[src/rtl/core/srbr_pkg.sv]
package srbr_pkg;

   localparam int RX_DEPTH  = 256;
   localparam int TX_DEPTH  = 256;
   localparam int FRAME_MAX = 32;
   localparam int READ_CAP  = 64;

   localparam int RX_AW = $clog2(RX_DEPTH);
   localparam int TX_AW = $clog2(TX_DEPTH);
   localparam int RX_CW = $clog2(RX_DEPTH + 1);
   localparam int TX_CW = $clog2(TX_DEPTH + 1);

   // Width of the byte count of one read or one frame.
   localparam int TAKE_W = 7;
   localparam int BLEN_W = 9;

   // Widths for comparing a ring count against a take limit or a burst end.
   localparam int RX_MW = (RX_CW > TAKE_W) ? RX_CW : TAKE_W;
   localparam int TX_MW = (TX_CW > TAKE_W) ? TX_CW : TAKE_W;
   localparam int RX_SW = ((RX_CW > BLEN_W) ? RX_CW : BLEN_W) + 1;
   localparam int TX_SW = ((TX_CW > BLEN_W) ? TX_CW : BLEN_W) + 1;

   typedef enum logic [2:0] {
      OP_LINE_BYTE  = 3'd0,
      OP_HOST_WRITE = 3'd1,
      OP_HOST_READ  = 3'd2,
      OP_TX_DONE    = 3'd3,
      OP_FLUSH      = 3'd4,
      OP_INIT       = 3'd5,
      OP_DEINIT     = 3'd6
   } op_type;

   typedef enum logic [1:0] {
      KIND_STATUS  = 2'd0,
      KIND_RX_BYTE = 2'd1,
      KIND_TX_BYTE = 2'd2
   } kind_type;

   typedef enum logic [2:0] {
      ST_OK      = 3'd0,
      ST_NOINIT  = 3'd1,
      ST_INVALID = 3'd2,
      ST_EMPTY   = 3'd3,
      ST_FULL    = 3'd4
   } status_type;

   typedef struct packed {
      logic exec;
      logic emit;
   } ctrl_cmd_type;

   typedef struct packed {
      logic streams;
      logic out_free;
      logic last_byte;
   } dp_sts_type;

endpackage

[src/rtl/core/srbr_req_if.sv]
interface srbr_req_if;
   logic       valid;
   logic       ready;
   logic [2:0] operation;
   logic [7:0] data_byte;
   logic       first_of_burst;
   logic [8:0] burst_length;
   logic [6:0] max_length;

   modport source (output valid, operation, data_byte, first_of_burst, burst_length,
                   max_length, input ready);
   modport sink (input valid, operation, data_byte, first_of_burst, burst_length,
                 max_length, output ready);
endinterface

interface srbr_rsp_if;
   logic       valid;
   logic       ready;
   logic [1:0] kind;
   logic [7:0] data_byte_res;
   logic [2:0] status;
   logic       last;
   logic [6:0] read_count;
   logic       rx_available;

   modport source (output valid, kind, data_byte_res, status, last, read_count,
                   rx_available, input ready);
   modport sink (input valid, kind, data_byte_res, status, last, read_count,
                 rx_available, output ready);
endinterface

[src/rtl/core/serial_rx_tx_ring_buffers.sv]
// Receive and transmit byte rings for a buffered serial link. Every command
// (line byte, host write byte, host read, tx done, flush tick, init, deinit)
// is one beat on the request channel. Commands that produce a single status
// beat do not hold the block: a new request is taken in the cycle after as
// long as the response register is free or being drained. A host read or a
// flush that moves data produces one response beat per byte. Each ring sits
// in a memory with a registered read port, so every byte is first fetched
// (FETCH) and then loaded into the response register (EMIT), which waits
// until that register is free or being drained. A read moves up to 64 bytes,
// and a flush up to 32 bytes. No new request is taken while a read or flush
// is streaming. The last beat of each command has last set; rx_available
// reflects the state after the whole command. Ring contents are not cleared at
// reset; init empties both rings by resetting their pointers.
module serial_rx_tx_ring_buffers
   import srbr_pkg::*;
(
   input logic       clock,
   input logic       reset,
   srbr_req_if.sink  req_if,
   srbr_rsp_if.source rsp_if
);

   ctrl_cmd_type cmd;
   dp_sts_type   sts;

   srbr_ctrl u_ctrl (
      .clock     (clock),
      .reset     (reset),
      .req_valid (req_if.valid),
      .req_ready (req_if.ready),
      .sts       (sts),
      .cmd       (cmd)
   );

   srbr_dp u_dp (
      .clock          (clock),
      .reset          (reset),
      .operation      (req_if.operation),
      .data_byte      (req_if.data_byte),
      .first_of_burst (req_if.first_of_burst),
      .burst_length   (req_if.burst_length),
      .max_length     (req_if.max_length),
      .cmd            (cmd),
      .sts            (sts),
      .rsp_ready      (rsp_if.ready),
      .rsp_valid      (rsp_if.valid),
      .kind           (rsp_if.kind),
      .data_byte_res  (rsp_if.data_byte_res),
      .status         (rsp_if.status),
      .last           (rsp_if.last),
      .read_count     (rsp_if.read_count),
      .rx_available   (rsp_if.rx_available)
   );

endmodule

[src/rtl/core/srbr_ctrl.sv]
module srbr_ctrl
   import srbr_pkg::*;
(
   input  logic         clock,
   input  logic         reset,
   input  logic         req_valid,
   output logic         req_ready,
   input  dp_sts_type   sts,
   output ctrl_cmd_type cmd
);

   typedef enum logic [1:0] {
      S_IDLE,
      S_FETCH,
      S_EMIT
   } state_type;

   state_type state_ff;

   always_comb begin
      req_ready = (state_ff == S_IDLE) && sts.out_free;
      cmd.exec  = req_valid && req_ready;
      cmd.emit  = (state_ff == S_EMIT) && sts.out_free;
   end

   // FETCH lets the memory present the byte at the read pointer before EMIT loads it.
   always_ff @(posedge clock) begin
      if (reset) begin
         state_ff <= S_IDLE;
      end else begin
         unique case (state_ff)
            S_IDLE: begin
               if (cmd.exec && sts.streams) state_ff <= S_FETCH;
            end
            S_FETCH: begin
               state_ff <= S_EMIT;
            end
            S_EMIT: begin
               if (cmd.emit) state_ff <= sts.last_byte ? S_IDLE : S_FETCH;
            end
            default: state_ff <= S_IDLE;
         endcase
      end
   end

endmodule

[src/rtl/core/srbr_dp.sv]
module srbr_dp
   import srbr_pkg::*;
(
   input  logic         clock,
   input  logic         reset,
   input  logic [2:0]   operation,
   input  logic [7:0]   data_byte,
   input  logic         first_of_burst,
   input  logic [8:0]   burst_length,
   input  logic [6:0]   max_length,
   input  ctrl_cmd_type cmd,
   output dp_sts_type   sts,
   input  logic         rsp_ready,
   output logic         rsp_valid,
   output logic [1:0]   kind,
   output logic [7:0]   data_byte_res,
   output logic [2:0]   status,
   output logic         last,
   output logic [6:0]   read_count,
   output logic         rx_available
);

   logic [7:0] rx_mem [RX_DEPTH];
   logic [7:0] tx_mem [TX_DEPTH];
   logic [7:0] rx_rd_ff, tx_rd_ff;

   logic [RX_AW-1:0] rx_head_ff, rx_head_in, rx_tail_ff, rx_tail_in;
   logic [TX_AW-1:0] tx_head_ff, tx_head_in, tx_tail_ff, tx_tail_in;
   logic [RX_CW-1:0] rx_count_ff, rx_count_in;
   logic [TX_CW-1:0] tx_count_ff, tx_count_in;
   logic tx_busy_ff, tx_busy_in, init_ff, init_in;
   logic rx_ref_ff, rx_ref_in, tx_ref_ff, tx_ref_in;
   logic [TAKE_W-1:0] remain_ff, remain_in, take_ff, take_in;
   logic stream_rx_ff, stream_rx_in;

   logic             rsp_valid_ff;
   kind_type         kind_ff;
   logic [7:0]       data_ff;
   status_type       status_ff;
   logic             last_ff;
   logic [TAKE_W-1:0] rcount_ff;
   logic             avail_ff;

   op_type            op;
   status_type        st;
   logic              avail_in;
   logic              rx_wr, tx_wr;
   logic [TAKE_W-1:0] want, rx_take, tx_take;
   logic [RX_MW-1:0]  rx_min;
   logic [TX_MW-1:0]  tx_min;
   logic [RX_SW-1:0]  rx_sum;
   logic [TX_SW-1:0]  tx_sum;
   logic              zero_len, rx_ref_now, tx_ref_now, rx_push_ok, tx_push_ok;
   logic              rx_stream, tx_stream;
   logic [RX_AW-1:0]  rx_head_nx, rx_tail_nx;
   logic [TX_AW-1:0]  tx_head_nx, tx_tail_nx;

   always_comb begin
      op   = op_type'(operation);
      want = (max_length > TAKE_W'(READ_CAP)) ? TAKE_W'(READ_CAP) : max_length;

      rx_min  = (RX_MW'(rx_count_ff) < RX_MW'(want)) ? RX_MW'(rx_count_ff) : RX_MW'(want);
      rx_take = TAKE_W'(rx_min);
      tx_min  = (TX_MW'(tx_count_ff) < TX_MW'(FRAME_MAX)) ? TX_MW'(tx_count_ff)
                                                          : TX_MW'(FRAME_MAX);
      tx_take = TAKE_W'(tx_min);

      // A first byte decides for the whole burst whether it fits.
      zero_len   = (burst_length == '0);
      rx_sum     = RX_SW'(rx_count_ff) + RX_SW'(burst_length);
      tx_sum     = TX_SW'(tx_count_ff) + TX_SW'(burst_length);
      rx_ref_now = first_of_burst ? (zero_len || rx_sum > RX_SW'(RX_DEPTH)) : rx_ref_ff;
      tx_ref_now = first_of_burst ? (zero_len || tx_sum > TX_SW'(TX_DEPTH)) : tx_ref_ff;
      rx_push_ok = !rx_ref_now && (rx_count_ff < RX_CW'(RX_DEPTH));
      tx_push_ok = !tx_ref_now && (tx_count_ff < TX_CW'(TX_DEPTH));

      rx_stream = init_ff && (op == OP_HOST_READ) && (rx_count_ff != '0) && (want != '0);
      tx_stream = init_ff && (op == OP_FLUSH) && !tx_busy_ff && (tx_count_ff != '0);

      rx_head_nx = (rx_head_ff == RX_AW'(RX_DEPTH - 1)) ? '0 : rx_head_ff + 1'b1;
      rx_tail_nx = (rx_tail_ff == RX_AW'(RX_DEPTH - 1)) ? '0 : rx_tail_ff + 1'b1;
      tx_head_nx = (tx_head_ff == TX_AW'(TX_DEPTH - 1)) ? '0 : tx_head_ff + 1'b1;
      tx_tail_nx = (tx_tail_ff == TX_AW'(TX_DEPTH - 1)) ? '0 : tx_tail_ff + 1'b1;
   end

   always_comb begin
      rx_head_in   = rx_head_ff;
      rx_tail_in   = rx_tail_ff;
      rx_count_in  = rx_count_ff;
      tx_head_in   = tx_head_ff;
      tx_tail_in   = tx_tail_ff;
      tx_count_in  = tx_count_ff;
      tx_busy_in   = tx_busy_ff;
      init_in      = init_ff;
      rx_ref_in    = rx_ref_ff;
      tx_ref_in    = tx_ref_ff;
      remain_in    = remain_ff;
      take_in      = take_ff;
      stream_rx_in = stream_rx_ff;
      st           = ST_OK;
      rx_wr        = 1'b0;
      tx_wr        = 1'b0;

      if (cmd.exec) begin
         unique case (op)
            OP_LINE_BYTE: begin
               if (!init_ff) begin
                  st = ST_NOINIT;
               end else begin
                  rx_ref_in = rx_ref_now;
                  if (first_of_burst && zero_len) st = ST_INVALID;
                  else if (!rx_push_ok) st = ST_FULL;
                  if (rx_push_ok) begin
                     rx_wr       = 1'b1;
                     rx_head_in  = rx_head_nx;
                     rx_count_in = rx_count_ff + 1'b1;
                  end
               end
            end
            OP_HOST_WRITE: begin
               if (!init_ff) begin
                  st = ST_NOINIT;
               end else begin
                  tx_ref_in = tx_ref_now;
                  if (first_of_burst && zero_len) st = ST_INVALID;
                  else if (!tx_push_ok) st = ST_FULL;
                  if (tx_push_ok) begin
                     tx_wr       = 1'b1;
                     tx_head_in  = tx_head_nx;
                     tx_count_in = tx_count_ff + 1'b1;
                  end
               end
            end
            OP_HOST_READ: begin
               if (!init_ff) begin
                  st = ST_NOINIT;
               end else if (rx_count_ff == '0) begin
                  st = ST_EMPTY;
               end else if (rx_stream) begin
                  rx_count_in  = rx_count_ff - RX_CW'(rx_take);
                  remain_in    = rx_take;
                  take_in      = rx_take;
                  stream_rx_in = 1'b1;
               end
            end
            OP_TX_DONE: begin
               if (!init_ff) st = ST_NOINIT;
               else tx_busy_in = 1'b0;
            end
            OP_FLUSH: begin
               if (!init_ff) begin
                  st = ST_NOINIT;
               end else if (tx_stream) begin
                  tx_count_in  = tx_count_ff - TX_CW'(tx_take);
                  tx_busy_in   = 1'b1;
                  remain_in    = tx_take;
                  take_in      = tx_take;
                  stream_rx_in = 1'b0;
               end
            end
            OP_INIT: begin
               rx_head_in  = '0;
               rx_tail_in  = '0;
               rx_count_in = '0;
               tx_head_in  = '0;
               tx_tail_in  = '0;
               tx_count_in = '0;
               tx_busy_in  = 1'b0;
               rx_ref_in   = 1'b0;
               tx_ref_in   = 1'b0;
               init_in     = 1'b1;
            end
            OP_DEINIT: begin
               init_in = 1'b0;
            end
            default: st = ST_INVALID;
         endcase
      end

      if (cmd.emit) begin
         remain_in = remain_ff - 1'b1;
         if (stream_rx_ff) rx_tail_in = rx_tail_nx;
         else tx_tail_in = tx_tail_nx;
      end

      avail_in = init_in && (rx_count_in != '0);
   end

   always_comb begin
      sts.streams   = rx_stream || tx_stream;
      sts.out_free  = !rsp_valid_ff || rsp_ready;
      sts.last_byte = (remain_ff == TAKE_W'(1));
   end

   always_ff @(posedge clock) begin
      if (reset) begin
         rx_head_ff   <= '0;
         rx_tail_ff   <= '0;
         rx_count_ff  <= '0;
         tx_head_ff   <= '0;
         tx_tail_ff   <= '0;
         tx_count_ff  <= '0;
         tx_busy_ff   <= 1'b0;
         init_ff      <= 1'b0;
         rx_ref_ff    <= 1'b0;
         tx_ref_ff    <= 1'b0;
         remain_ff    <= '0;
         take_ff      <= '0;
         stream_rx_ff <= 1'b0;
      end else begin
         rx_head_ff   <= rx_head_in;
         rx_tail_ff   <= rx_tail_in;
         rx_count_ff  <= rx_count_in;
         tx_head_ff   <= tx_head_in;
         tx_tail_ff   <= tx_tail_in;
         tx_count_ff  <= tx_count_in;
         tx_busy_ff   <= tx_busy_in;
         init_ff      <= init_in;
         rx_ref_ff    <= rx_ref_in;
         tx_ref_ff    <= tx_ref_in;
         remain_ff    <= remain_in;
         take_ff      <= take_in;
         stream_rx_ff <= stream_rx_in;
      end
   end

   always_ff @(posedge clock) begin
      if (rx_wr) rx_mem[rx_head_ff] <= data_byte;
      rx_rd_ff <= rx_mem[rx_tail_ff];
   end

   always_ff @(posedge clock) begin
      if (tx_wr) tx_mem[tx_head_ff] <= data_byte;
      tx_rd_ff <= tx_mem[tx_tail_ff];
   end

   always_ff @(posedge clock) begin
      if (reset) begin
         rsp_valid_ff <= 1'b0;
      end else if ((cmd.exec && !sts.streams) || cmd.emit) begin
         rsp_valid_ff <= 1'b1;
      end else if (rsp_ready) begin
         rsp_valid_ff <= 1'b0;
      end
   end

   // The availability flag is taken when the item enters, so every byte of a
   // read or frame carries the state as it stands after the whole item.
   always_ff @(posedge clock) begin
      if (cmd.exec) avail_ff <= avail_in;
      if (cmd.exec && !sts.streams) begin
         kind_ff   <= KIND_STATUS;
         data_ff   <= '0;
         status_ff <= st;
         last_ff   <= 1'b1;
         rcount_ff <= '0;
      end else if (cmd.emit) begin
         kind_ff   <= stream_rx_ff ? KIND_RX_BYTE : KIND_TX_BYTE;
         data_ff   <= stream_rx_ff ? rx_rd_ff : tx_rd_ff;
         status_ff <= ST_OK;
         last_ff   <= sts.last_byte;
         rcount_ff <= (sts.last_byte && stream_rx_ff) ? take_ff : '0;
      end
   end

   assign rsp_valid     = rsp_valid_ff;
   assign kind          = kind_ff;
   assign data_byte_res = data_ff;
   assign status        = status_ff;
   assign last          = last_ff;
   assign read_count    = rcount_ff;
   assign rx_available  = avail_ff;

endmodule

[src/flat_wrapper.sv]
// flat-port wrapper written by rule: the top's interface ports become plain ports
module serial_rx_tx_ring_buffers_flat import srbr_pkg::*;
  (clock, reset, req_if_valid, req_if_operation, req_if_data_byte, req_if_first_of_burst, req_if_burst_length, req_if_max_length, req_if_ready, rsp_if_valid, rsp_if_kind, rsp_if_data_byte_res, rsp_if_status, rsp_if_last, rsp_if_read_count, rsp_if_rx_available, rsp_if_ready);
  srbr_req_if req_if_i ();
  srbr_rsp_if rsp_if_i ();
  input logic clock;
  input logic reset;
  input wire logic [$bits(req_if_i.valid)-1:0] req_if_valid;
  input wire logic [$bits(req_if_i.operation)-1:0] req_if_operation;
  input wire logic [$bits(req_if_i.data_byte)-1:0] req_if_data_byte;
  input wire logic [$bits(req_if_i.first_of_burst)-1:0] req_if_first_of_burst;
  input wire logic [$bits(req_if_i.burst_length)-1:0] req_if_burst_length;
  input wire logic [$bits(req_if_i.max_length)-1:0] req_if_max_length;
  output wire logic [$bits(req_if_i.ready)-1:0] req_if_ready;
  output wire logic [$bits(rsp_if_i.valid)-1:0] rsp_if_valid;
  output wire logic [$bits(rsp_if_i.kind)-1:0] rsp_if_kind;
  output wire logic [$bits(rsp_if_i.data_byte_res)-1:0] rsp_if_data_byte_res;
  output wire logic [$bits(rsp_if_i.status)-1:0] rsp_if_status;
  output wire logic [$bits(rsp_if_i.last)-1:0] rsp_if_last;
  output wire logic [$bits(rsp_if_i.read_count)-1:0] rsp_if_read_count;
  output wire logic [$bits(rsp_if_i.rx_available)-1:0] rsp_if_rx_available;
  input wire logic [$bits(rsp_if_i.ready)-1:0] rsp_if_ready;
  assign req_if_i.valid = req_if_valid;
  assign req_if_i.operation = req_if_operation;
  assign req_if_i.data_byte = req_if_data_byte;
  assign req_if_i.first_of_burst = req_if_first_of_burst;
  assign req_if_i.burst_length = req_if_burst_length;
  assign req_if_i.max_length = req_if_max_length;
  assign req_if_ready = req_if_i.ready;
  assign rsp_if_valid = rsp_if_i.valid;
  assign rsp_if_kind = rsp_if_i.kind;
  assign rsp_if_data_byte_res = rsp_if_i.data_byte_res;
  assign rsp_if_status = rsp_if_i.status;
  assign rsp_if_last = rsp_if_i.last;
  assign rsp_if_read_count = rsp_if_i.read_count;
  assign rsp_if_rx_available = rsp_if_i.rx_available;
  assign rsp_if_i.ready = rsp_if_ready;
  serial_rx_tx_ring_buffers u_core (.clock(clock), .reset(reset), .req_if(req_if_i), .rsp_if(rsp_if_i));
endmodule
[config.mk]
export PLATFORM = sky130hd
export DESIGN_NAME = serial_rx_tx_ring_buffers_flat
export DESIGN_NICKNAME = d
export VERILOG_FILES = /design/src/rtl/core/srbr_pkg.sv /design/src/rtl/core/srbr_req_if.sv /design/src/rtl/core/serial_rx_tx_ring_buffers.sv /design/src/rtl/core/srbr_ctrl.sv /design/src/rtl/core/srbr_dp.sv /design/src/flat_wrapper.sv
export SDC_FILE = /design/constraint.sdc
export NUM_CORES = 2
export LEC_CHECK = 0
export ABC_AREA = 0
export BUFFER_PORTS_ARGS = -buffer_cell sky130_fd_sc_hd__clkbuf_2
export CAP_MARGIN = 5
export CORE_MARGIN = 2
export CORE_UTILIZATION = 55
export CTS_CLUSTER_DIAMETER = 40
export CTS_CLUSTER_SIZE = 20
export DETAILED_ROUTE_END_ITERATION = 8
export PLACE_DENSITY_LB_ADDON = 0.15
export SETUP_SLACK_MARGIN = 0.2
export SYNTH_ARGS = -nofsm -noshare
export SYNTH_HDL_FRONTEND = slang
export SYNTH_HIERARCHICAL = 1
export SYNTH_SLANG_ARGS = --single-unit
[constraint.sdc]
create_clock -name clock -period 5.3 [get_ports clock]
set_input_delay 0.795 -clock clock [delete_from_list [all_inputs] [get_ports clock]]
set_output_delay 0.795 -clock clock [all_outputs]
set_load 0.01 [all_outputs]
==> results.tsv <==
stage	metric	value	unit
run_status	status	complete, no violations	
placement	dp.cells	11654	
critical_path	critPathKind	reg -> reg	
sta	rsz0062_at_grt	yes	
yosys	synth-edff-count	4100	
global_routing	grt_max_degree	172	
clocking	cts_tree	yes	
sta	max_clock_freq	200	MHz
yosys	synth-seq-area-share	0.761	
detailed_routing	drt_iter0_markers	10341	
sta	finalSetupViolCount	0	
global_routing	track_usage	0.267	
detailed_routing	post-route-drc-count	0	
yosys	syn_area	164000	sq um
clocking	cts_buffers	524	
detailed_routing	vias_per_cell	6.46	
floorplan	die_y	551	um
layout	stdcell_count	12625	
worst_hold_path	hold_start	rsp_if_ready	
yosys	synth_area_leader_cell	edfxtp_1	
floorplan	die_x	551	um
pwr	peakVddDrop	0.301	mV
pwr	p_seq_frac	0.498	
layout	final_cell_mix	edfxtp_1 (4100), mux4_2 (1355), buf_4 (695)	
clocking	clk_latency	1020	ps
detailed_routing	wirelength	403	mm
critical_path	worstSetupStartpoint	u_core/u_dp/tx_count_ff[0]	
sta	holdWs	118	ps
pwr	p_comb_frac	0.011	
clocking	cts_buffer_depth	4	
placement	portBuffers	55	
critical_path	r2r-start	u_core/u_dp/tx_count_ff[0]	
pwr	internal-power	57900	uW
layout	design_area	193000	sq um
yosys	synthAdderAreaFrac	0.00437	
clocking	clock-sinks	4206	
yosys	synth_top_area_share	0.748	
yosys	async_reset_ff_frac	0	
floorplan	die_area	303000	sq um
yosys	synth_xor_area_frac	0.00133	
sta	timing.final.ws_setup	302	ps
layout	final_common_cell	edfxtp_1	
sta	max-slew-margin-rel	0.205	
critical_path	crit_fanout	16	
yosys	synth_top_family_by_area	multiplexers	
placement	place_ws	-61.6	ps
detailed_routing	routedWlPerCell	31.9	um
floorplan	num_rows	200	
floorplan	io_pins	56	
yosys	ys_warn_count	6	
sta	finalMaxSlewViolations	0	
critical_path	cp.arrival	5620	ps
job	maxCapViolations	0	
layout	synthToLayoutAreaGrowth	17.2	%
pwr	p_clk_frac	0.491	
yosys	synth_mux_area_frac	0.187	
critical_path	crit_path_start_kind	flip-flop	
pwr	switchingPower	15300	uW
clocking	htree_num_levels	6	
layout	num-nets-final	8329	
yosys	avgSynthCellArea	22.5	sq um
global_routing	antenna_found_initial	25	
floorplan	core_area	297000	sq um
global_routing	overflow	0	
yosys	synth_area_leaders	edfxtp_1 (75%), mux4_2 (19%), nor2_1 (1.4%), dfxtp_1 (1.3%), clkbuf_1 (0.58%)	
clocking	path_clk_slew	70	ps
detailed_routing	detail_route.first_pass.iterations	8	
yosys	ys_dominant_reg_cell	edfxtp_1	
global_routing	grt_pass1_wl	583	mm
sta	fin_crit_sh	0.943	
sta	report.final.hold_viol_count	0	
sta	clock_skew	68.1	ps
worst_hold_path	hp-class	in -> reg	
sta	min_period	5000	ps
yosys	syn-instance-count	7317	
critical_path	crit_required	5920	ps
detailed_routing	vias	81495	
yosys	ys_seq_elements	4206	
global_routing	grt_pass1_vias	81233	
yosys	yosysUniqueCellTypes	77	
pwr	swShare	0.209	
sta	tightest_slew	1190	ps
sta	tns	0	ps
layout	drive_gt1_frac	0.360	
clocking	cts_root_buf	clkbuf_16	
floorplan	initial_utilization	0.553	
critical_path	end_kind	flip-flop	
placement	place_congestion	0.873	
yosys	synth_compound_area_frac	0.0103	
yosys	synth-simple-area-share	0.0243	
placement	post_dp_cell_area	175000	sq um
pwr	powerDensity	380	nW/um^2
placement	hpwl	240	mm
pwr	leakagePower	0.0598	uW
yosys	syn_nets	7404	
detailed_routing	ant_nets	0	
[cell families (layout without fill, tap and decap cells)]
kind of cell | after synthesis | in the layout
simple gates | 936 | 936
compound gates | 257 | 257
buf+inv | 455 | 1816
other cells | 0 | 8
xor+xnor | 25 | 25
mux | 1383 | 1383
fa+ha+maj | 55 | 55
flops | 4206 | 4206
[synthesized netlist by cell type (all sizes together) (24+ instances only)]
cell    instances
nand2         115
nor2b          24
clkbuf        255
buf           163
mux2i          24
a21oi          69
mux4         1355
o21ai          51
nand3          29
nor3           27
ha             51
nor2          633
inv            35
dfxtp         106
a211oi         30
edfxtp       4100
[power groups by stage]
stage,Sequential (uW),Clock (uW),Combinational (uW)
3_5_place_dp,37200,0,830
3_3_place_gp,37200,0,783
6_report,36500,36000,820
2_1_floorplan,37200,0,123
4_1_cts,36500,36500,828
5_1_grt,36500,37800,888
[critical path, cell delays in order (launching register included)]
cell and delay, ps:
dfxtp_1 560, ha_1 250, inv_1 60, fa_1 410
nor2b_1 130, o21ai_1 70, a21boi_0 390, o21ai_0 180
a21oi_1 290, xnor2_1 210, o311ai_2 290, and4bb_2 550
nand2_1 470, nor2_1 720
[state kept, by name, indices dropped and copies added, names as in the netlist, 8 cells and up]
signal	flops
u_core/u_dp/rx_count_ff	9
u_core/u_dp/tx_count_ff	9
u_core/u_dp/rx_head_ff	8
u_core/u_dp/data_byte_res	8
u_core/u_dp/tx_mem	2048
u_core/u_dp/tx_head_ff	8
u_core/u_dp/tx_rd_ff	8
u_core/u_dp/rx_mem	2048
u_core/u_dp/rx_rd_ff	8
u_core/u_dp/tx_tail_ff	8
u_core/u_dp/rx_tail_ff	8
[final timing paths]
| check | to | slack (ps) | cells after the start |
|---|---|---|---|
| setup / recovery | u_core/u_dp/tx_mem[54][2] | 300 | 13 |
| hold / removal | u_core/u_dp/rsp_valid | 120 | 3 |
| setup reg to reg | u_core/u_dp/tx_mem[54][2] | 300 | 13 |
| hold reg to reg | u_core/u_dp/take_ff[5] | 460 | 2 |
[per-layer routing]
metal  vias up  wire [um]  track usage
met1     43579     165000        0.406
met2      4373     190000        0.406
met5         -         34            0
met4         6       8290       0.0610
met3       547      39900       0.0554
li1      32990          -            -
[area by class of cell]
type / count / area, sq um
antenna: 8 / 20.0
clock buffer: 577 / 13500
clock inverter: 385 / 4460
fill: 19021 / 104000
inverter: 37 / 139
multi-input combinational: 2656 / 37600
sequential: 4206 / 125000
tap: 3939 / 4930
timing repair buffer: 817 / 6900
[stage by stage]
step | utilization | power (uW)
after global routing | 0.648 | 75200
after global placement | 0.588 | 38000
after floorplan | - | 37300
after CTS | 0.648 | 73800
final | 0.649 | 73300
after detailed placement | 0.588 | 38000
[what timing repair did]
action | 4_1_cts | 5_1_grt
hold endpoints to repair | 1 | 0
resized for setup | 0 | 8
hold buffers | 1 | 0
setup endpoints to repair | 0 | 134
buffers inserted | 0 | 0
Note: power is estimated with default switching activity, not from simulation.
